**src/sv/thc_pkg.sv**
```systemverilog
// Shared types, register codes, constants and helpers for temperature and humidity compensation.
`default_nettype none
package thc_pkg;

	// 32-bit two's complement word used for all intermediate arithmetic.
	typedef logic signed [31:0] word_t;

	// Configuration register indexes.
	localparam int unsigned CfgIdxW = 3;
	localparam int unsigned CfgDataW = 24;
	localparam logic [CfgIdxW-1:0] REG_TEMP_TRIM_ONE   = 3'd0;
	localparam logic [CfgIdxW-1:0] REG_TEMP_TRIM_TWO   = 3'd1;
	localparam logic [CfgIdxW-1:0] REG_TEMP_TRIM_THREE = 3'd2;
	localparam logic [CfgIdxW-1:0] REG_HUM_TRIM_TWO    = 3'd3;
	localparam logic [CfgIdxW-1:0] REG_HUM_TRIM_FOUR   = 3'd4;
	localparam logic [CfgIdxW-1:0] REG_HUM_TRIM_FIVE   = 3'd5;
	localparam logic [CfgIdxW-1:0] REG_HUM_BYTE_TRIMS  = 3'd6;

	// Constants of the compensation formulae.
	localparam word_t FINE_OFFSET = 32'sd76800;
	localparam word_t HUM_ROUND   = 32'sd16384;
	localparam word_t C_BIAS      = 32'sd32768;
	localparam word_t E_BIAS      = 32'sd2097152;
	localparam word_t F_ROUND     = 32'sd8192;
	localparam word_t HUM_LIMIT   = 32'sd419430400;
	localparam word_t TEMP_ROUND  = 32'sd128;

	// Trimming coefficients as held in the configuration registers.
	typedef struct packed {
		logic [15:0]        t1;
		logic signed [15:0] t2;
		logic signed [15:0] t3;
		logic signed [15:0] h2;
		logic signed [11:0] h4;
		logic signed [11:0] h5;
		logic [7:0]         h1;
		logic [7:0]         h3;
		logic signed [7:0]  h6;
	} trim_t;

	// Word leaving the temperature pipeline.
	typedef struct packed {
		logic        valid;
		word_t       fine;
		logic [15:0] raw_humidity;
	} fine_word_t;

	// Word leaving the humidity pipeline.
	typedef struct packed {
		logic        valid;
		word_t       fine;
		logic [23:0] temperature_centi;
		logic [16:0] humidity_frac;
	} result_word_t;

	// Sign and zero extension to a full word.
	function automatic word_t sx8(input logic [7:0] v);
		return {{24{v[7]}}, v};
	endfunction

	function automatic word_t sx12(input logic [11:0] v);
		return {{20{v[11]}}, v};
	endfunction

	function automatic word_t sx16(input logic [15:0] v);
		return {{16{v[15]}}, v};
	endfunction

	function automatic word_t zx8(input logic [7:0] v);
		return {24'd0, v};
	endfunction

endpackage
`default_nettype wire

```
**src/sv/thc_temp_pipe.sv**
```systemverilog
// Temperature pipeline: raw temperature to fine temperature in three stages.
`default_nettype none
module thc_temp_pipe (
	input  wire logic               clk,
	input  wire logic               arst_n,
	input  wire logic               adv,
	input  wire logic               in_valid,
	input  wire logic [19:0]        raw_temperature,
	input  wire logic [15:0]        raw_humidity,
	input  wire thc_pkg::trim_t     trims,
	output thc_pkg::fine_word_t     out
);

	thc_pkg::word_t tdiff;
	thc_pkg::word_t d;

	logic           v_s1, v_s2, v_s3;
	thc_pkg::word_t v1p_s1, dd_s1;
	logic [15:0]    hum_s1, hum_s2, hum_s3;
	thc_pkg::word_t v1_s2, v2p_s2;
	thc_pkg::word_t fine_s3;

	// Differences between the raw reading and trim one.
	always_comb begin
		tdiff = {15'd0, raw_temperature[19:3]} - {15'd0, trims.t1, 1'b0};
		d     = {16'd0, raw_temperature[19:4]} - {16'd0, trims.t1};
	end

	// Valid bits travel with the data and advance together.
	always_ff @(posedge clk or negedge arst_n) begin
		if (!arst_n) begin
			v_s1 <= 1'b0;
			v_s2 <= 1'b0;
			v_s3 <= 1'b0;
		end else if (adv) begin
			v_s1 <= in_valid;
			v_s2 <= v_s1;
			v_s3 <= v_s2;
		end
	end

	// Stage 1 forms both products; stage 2 scales by trim three; stage 3 sums.
	always_ff @(posedge clk) begin
		if (adv) begin
			v1p_s1  <= tdiff * thc_pkg::sx16(trims.t2);
			dd_s1   <= d * d;
			hum_s1  <= raw_humidity;
			v1_s2   <= v1p_s1 >>> 11;
			v2p_s2  <= (dd_s1 >>> 12) * thc_pkg::sx16(trims.t3);
			hum_s2  <= hum_s1;
			fine_s3 <= v1_s2 + (v2p_s2 >>> 14);
			hum_s3  <= hum_s2;
		end
	end

	assign out.valid        = v_s3;
	assign out.fine         = fine_s3;
	assign out.raw_humidity = hum_s3;

endmodule
`default_nettype wire

```
**config.mk**
```make
export PLATFORM = sky130hd
export DESIGN_NAME = thc_temp_pipe
export DESIGN_NICKNAME = d
export VERILOG_FILES = /design/src/sv/thc_pkg.sv /design/src/sv/thc_temp_pipe.sv
export SDC_FILE = /design/constraint.sdc
export NUM_CORES = 2
export LEC_CHECK = 0
export BUFFER_PORTS_ARGS = -buffer_cell sky130_fd_sc_hd__buf_2
export CAP_MARGIN = 20
export CORE_ASPECT_RATIO = 1.5
export CORE_MARGIN = 3
export CORE_UTILIZATION = 59
export DETAILED_ROUTE_END_ITERATION = 6
export PLACE_DENSITY = 0.81
export SLEW_MARGIN = 20
export SYNTH_ARGS = -nofsm -noshare
export SYNTH_HDL_FRONTEND = slang
export SYNTH_SLANG_ARGS = --single-unit
```
**constraint.sdc**
```tcl
create_clock -name clk -period 5.85 [get_ports clk]
set_input_delay 0.2925 -clock clk [delete_from_list [all_inputs] [get_ports clk]]
set_output_delay 0.2925 -clock clk [all_outputs]
set_load 0.02 [all_outputs]
```
==> impl_metrics.ini <==
[clock_tree]
htreeDepth = 4
cts-root-buf = sky130_fd_sc_hd__clkbuf_16
tritoncts_num_sinks = 153
cts_tree = yes
cts_inserted_buffers = 17
clock_insertion_delay_worst_skew_ps = 480
max-clock-path-buffers = 2
clkSlewWorstSetupHoldPaths_ps = 80

[logic_synthesis]
simple_gate_share_of_the_synthesized_area_pct = 12.24
ys_seq_area_share_pct = 12.82
syn-mean-instance-area_sq_um = 9.785
ys_ff_latch = 153
synth_area_sq_mm = 0.03572
synth_enable_flop_cells = 150
mappedNetlistNets = 4895
muxShareOfSynthArea_pct = 0.09459
post_synth_xor_area_fraction_pct = 3.503
ys_async_sr_fraction_pct = 1.961
synth.distinct_cells = 77
synthesis.yosys.warnings = 0
synth_top_family_by_area = adder cells
yosys.area_share.adder_pct = 55.44
synth_compound_gate_area_share_pct = 3.808
synth_top_flop_cell = sky130_fd_sc_hd__edfxtp_1
synthesis.instances = 3650

[worst_setup_path]
cp_slowest_stage_delay_ps = 550
peak_fanout_along_the_critical_path = 7
timing.reg2reg.setup_slack_ps = -430
worst-r2r-cell-count = 25
crit-reg2reg-capture = v2p_s2[20]
worst_setup_path_start_kind = primary input
crit_path_top_delay_cell = sky130_fd_sc_hd__fa_1
critical_path_buf_inv_count = 9
r2r_start = dd_s1[19]
crit_required_ps = 6080
cp_capture_type = register
arrival_ps = 7600
criticalPathCategory = in2reg
cp_top_family = adder cells
critical-path-top-cell-by-count = sky130_fd_sc_hd__fa_1

[floorplan]
core.rowCount = 109
fp.coreArea_sq_mm = 0.05946
pin_count = 201
die_x_microns = 206.9
die_y_microns = 307.3
die_area_sq_mm = 0.06358
initial_utilization_pct = 60.06

[route]
route.antenna.remaining_nets = 0
drt-total-wl_microns = 99990
num_vias = 27674
drt_first_iter_violations = 1667
via_density_per_instance = 5.453
drtPass1Iterations = 7
detail_route.wl_per_cell_microns = 19.70
remaining_drc_errors = 3

[sta]
hold_slack_ps = 11.81
final-hold-violation-count = 0
timing.fmax_ghz = 0.1358
skew_ps = 27.52
timing.max_slew.rel_slack_pct = 36.13
fin_setup_tns_ps = -47010
tightest_slew_ps = 958.0
timing.final.crit_share_pct = 125.9
unrepaired_setup_endpoints_after_global_routing = yes
max_slew_violations = 0
period_minus_slack_ps = 7365
timing.final.ws_setup_ps = -1515
finalSetupViolCount = 56

[global_routing]
grt_pass1_vias = 30930
global_route_wire_length_before_repair_microns = 153100
maximum_number_of_pins_on_one_net_before_global_route_repair = 126
gr-usage-all-layers_pct = 31.47
number_of_antenna_violations_at_the_first_check_in_global_routing = 2
globalRoute.totalOverflow = 0

[outcome]
result_of_the_run = finished, violations left
failed_checks = DRC, setup timing

[place]
routabilityCongestion = 0.9326
port_buffers = 133
place_worst_setup_slack_ps = -2065
hpwl_after_dpl_microns = 78350

[worst_hold_path]
worstHoldPathType = in2reg
worst_hold_path.endpoint = hum_s1[2]
worstHoldStart = raw_humidity[2]
worstHoldPathCells = 1

[flow_run]
max_cap_violations = 0

[cells_and_area]
final_layout_size_suffix_gt1_share_pct = 26.29
seqCellArea_sq_mm = 0.004579
final_util_pct = 74.78
antenna_cells = 0
multiInputGateArea_sq_mm = 0.02863
syn2layout_area_growth_pct = 24.50
nNetsFinal = 5530
fill_cells = 3855
==> worst register-to-register path: stages (launching register included) <==
cell and delay, ps:
sky130_fd_sc_hd__edfxtp_1 400, sky130_fd_sc_hd__buf_6 130, sky130_fd_sc_hd__buf_4 110, sky130_fd_sc_hd__nand2_4 40, sky130_fd_sc_hd__fa_1 530, sky130_fd_sc_hd__inv_1 50
sky130_fd_sc_hd__fa_1 530, sky130_fd_sc_hd__inv_1 50, sky130_fd_sc_hd__fa_1 520, sky130_fd_sc_hd__inv_2 50, sky130_fd_sc_hd__fa_1 490, sky130_fd_sc_hd__inv_2 40
sky130_fd_sc_hd__fa_1 520, sky130_fd_sc_hd__inv_2 60, sky130_fd_sc_hd__fa_1 570, sky130_fd_sc_hd__ha_4 230, sky130_fd_sc_hd__a21oi_2 150, sky130_fd_sc_hd__buf_6 140
sky130_fd_sc_hd__nor2b_1 50, sky130_fd_sc_hd__o21a_1 160, sky130_fd_sc_hd__o21a_1 160, sky130_fd_sc_hd__o21a_1 200, sky130_fd_sc_hd__o31a_1 330, sky130_fd_sc_hd__o21a_1 200
sky130_fd_sc_hd__nor2_2 160, sky130_fd_sc_hd__xnor2_2 130
==> cells in the final DEF, fill, tap and decap left out, drive strengths merged, types with 29 or more instances in the layout <==
| cell | synthesis | routed |
|---|---|---|
| nor2b | 32 | 32 |
| xor2 | 32 | 32 |
| inv | 1003 | 1010 |
| nor2 | 118 | 118 |
| o21ai | 43 | 43 |
| xnor2 | 103 | 103 |
| buf | 22 | 734 |
| nand2b | 36 | 36 |
| nand2 | 462 | 462 |
| ha | 277 | 277 |
| fa | 816 | 816 |
| edfxtp | 150 | 150 |
| a21oi | 56 | 56 |
| and2 | 215 | 215 |
| a21o | 29 | 29 |
==> final cells by class <==
| type | instances | share of cell area (%) |
|---|---|---|
| multi-input combinational | 2362 | 64.38 |
| clock inverter | 15 | 0.3771 |
| inverter | 1007 | 8.605 |
| tap | 777 | 2.186 |
| sequential | 153 | 10.30 |
| clock buffer | 17 | 0.9567 |
| timing repair buffer | 744 | 13.20 |
==> layer usage <==
layer | up-vias | GRT usage (%) | wire length (microns)
li1 | 11918 | - | -
met1 | 13963 | 31.75 | 30670
met2 | 1220 | 57.92 | 54710
met3 | 573 | 3.849 | 4659
met4 | 0 | 24.23 | 9939
met5 | - | 0 | 0
==> logic make-up (layout without fill, tap and decap cells) <==
| kind of cell | Yosys count | after routing |
|---|---|---|
| buf+inv | 1135 | 1783 |
| fa+ha+maj | 1093 | 1093 |
| simple gates | 932 | 932 |
| compound gates | 198 | 198 |
| flops | 153 | 153 |
| xor+xnor | 136 | 136 |
| mux | 3 | 3 |
==> sequential cells by signal, indices dropped and copies added (netlist names) <==
register / count
v2p_s2: 18
hum_s3: 16
hum_s1: 16
dd_s1: 20
v_s3: 1
v_s2: 1
fine_s3: 22
v1p_s1: 21
v1_s2: 21
hum_s2: 16
v_s1: 1
==> cell usage after synthesis, types with 5 or more instances <==
cell type,instances,share of area (%)
sky130_fd_sc_hd__o21bai_1,6,0.13
sky130_fd_sc_hd__and2_1,215,3.8
sky130_fd_sc_hd__buf_4,11,0.23
sky130_fd_sc_hd__xnor2_1,102,2.5
sky130_fd_sc_hd__nand3_1,12,0.17
sky130_fd_sc_hd__ha_1,277,9.7
sky130_fd_sc_hd__o21ai_1,8,0.11
sky130_fd_sc_hd__o211ai_1,5,0.11
sky130_fd_sc_hd__xor2_1,30,0.74
sky130_fd_sc_hd__and3_1,11,0.19
sky130_fd_sc_hd__nor2b_1,32,0.56
sky130_fd_sc_hd__nor2_1,116,1.2
sky130_fd_sc_hd__a21o_1,29,0.61
sky130_fd_sc_hd__nand4_1,10,0.18
sky130_fd_sc_hd__nor3_1,18,0.25
sky130_fd_sc_hd__edfxtp_1,150,13
sky130_fd_sc_hd__a21oi_1,53,0.74
sky130_fd_sc_hd__buf_2,8,0.11
sky130_fd_sc_hd__clkbuf_1,106,1.1
sky130_fd_sc_hd__a31oi_1,9,0.16
sky130_fd_sc_hd__nand2b_1,36,0.63
sky130_fd_sc_hd__a211oi_1,5,0.11
sky130_fd_sc_hd__o21a_1,10,0.21
sky130_fd_sc_hd__fa_1,816,46
sky130_fd_sc_hd__inv_1,999,10
sky130_fd_sc_hd__nand2_1,460,4.8
sky130_fd_sc_hd__or2_2,5,0.088
sky130_fd_sc_hd__o21ai_0,32,0.45
==> what timing repair did <==
item | 4_1_cts | 5_1_grt
resized for setup | 226 | 198
hold buffers | 9 | 0
hold endpoints to repair | 11 | 0
pin swaps | 158 | 147
buffers inserted | 87 | 56
setup endpoints to repair | 56 | 59
==> worst max-delay path by stage <==
stage | endpoint | start | cells after the start
3_3_place_gp | v1p_s1[31] | raw_temperature[4] | 31
3_5_place_dp | v1p_s1[31] | raw_temperature[4] | 31
4_1_cts | v1p_s1[31] | raw_temperature[4] | 33
5_1_grt | dd_s1[30] | raw_temperature[4] | 34
2_1_floorplan | v1p_s1[31] | raw_temperature[4] | 31
6_report | dd_s1[30] | raw_temperature[4] | 34
==> metrics by stage <==
stage	std cells	area, sq um
final	5075	44470
after global routing	5075	44470
after CTS	5031	43340
after detailed placement	4918	41110
after global placement	4918	41110
after floorplan	3650	36320
Power is not shown: default switching activity piles up to over one toggle a cycle in this logic, so the estimate is an artifact.
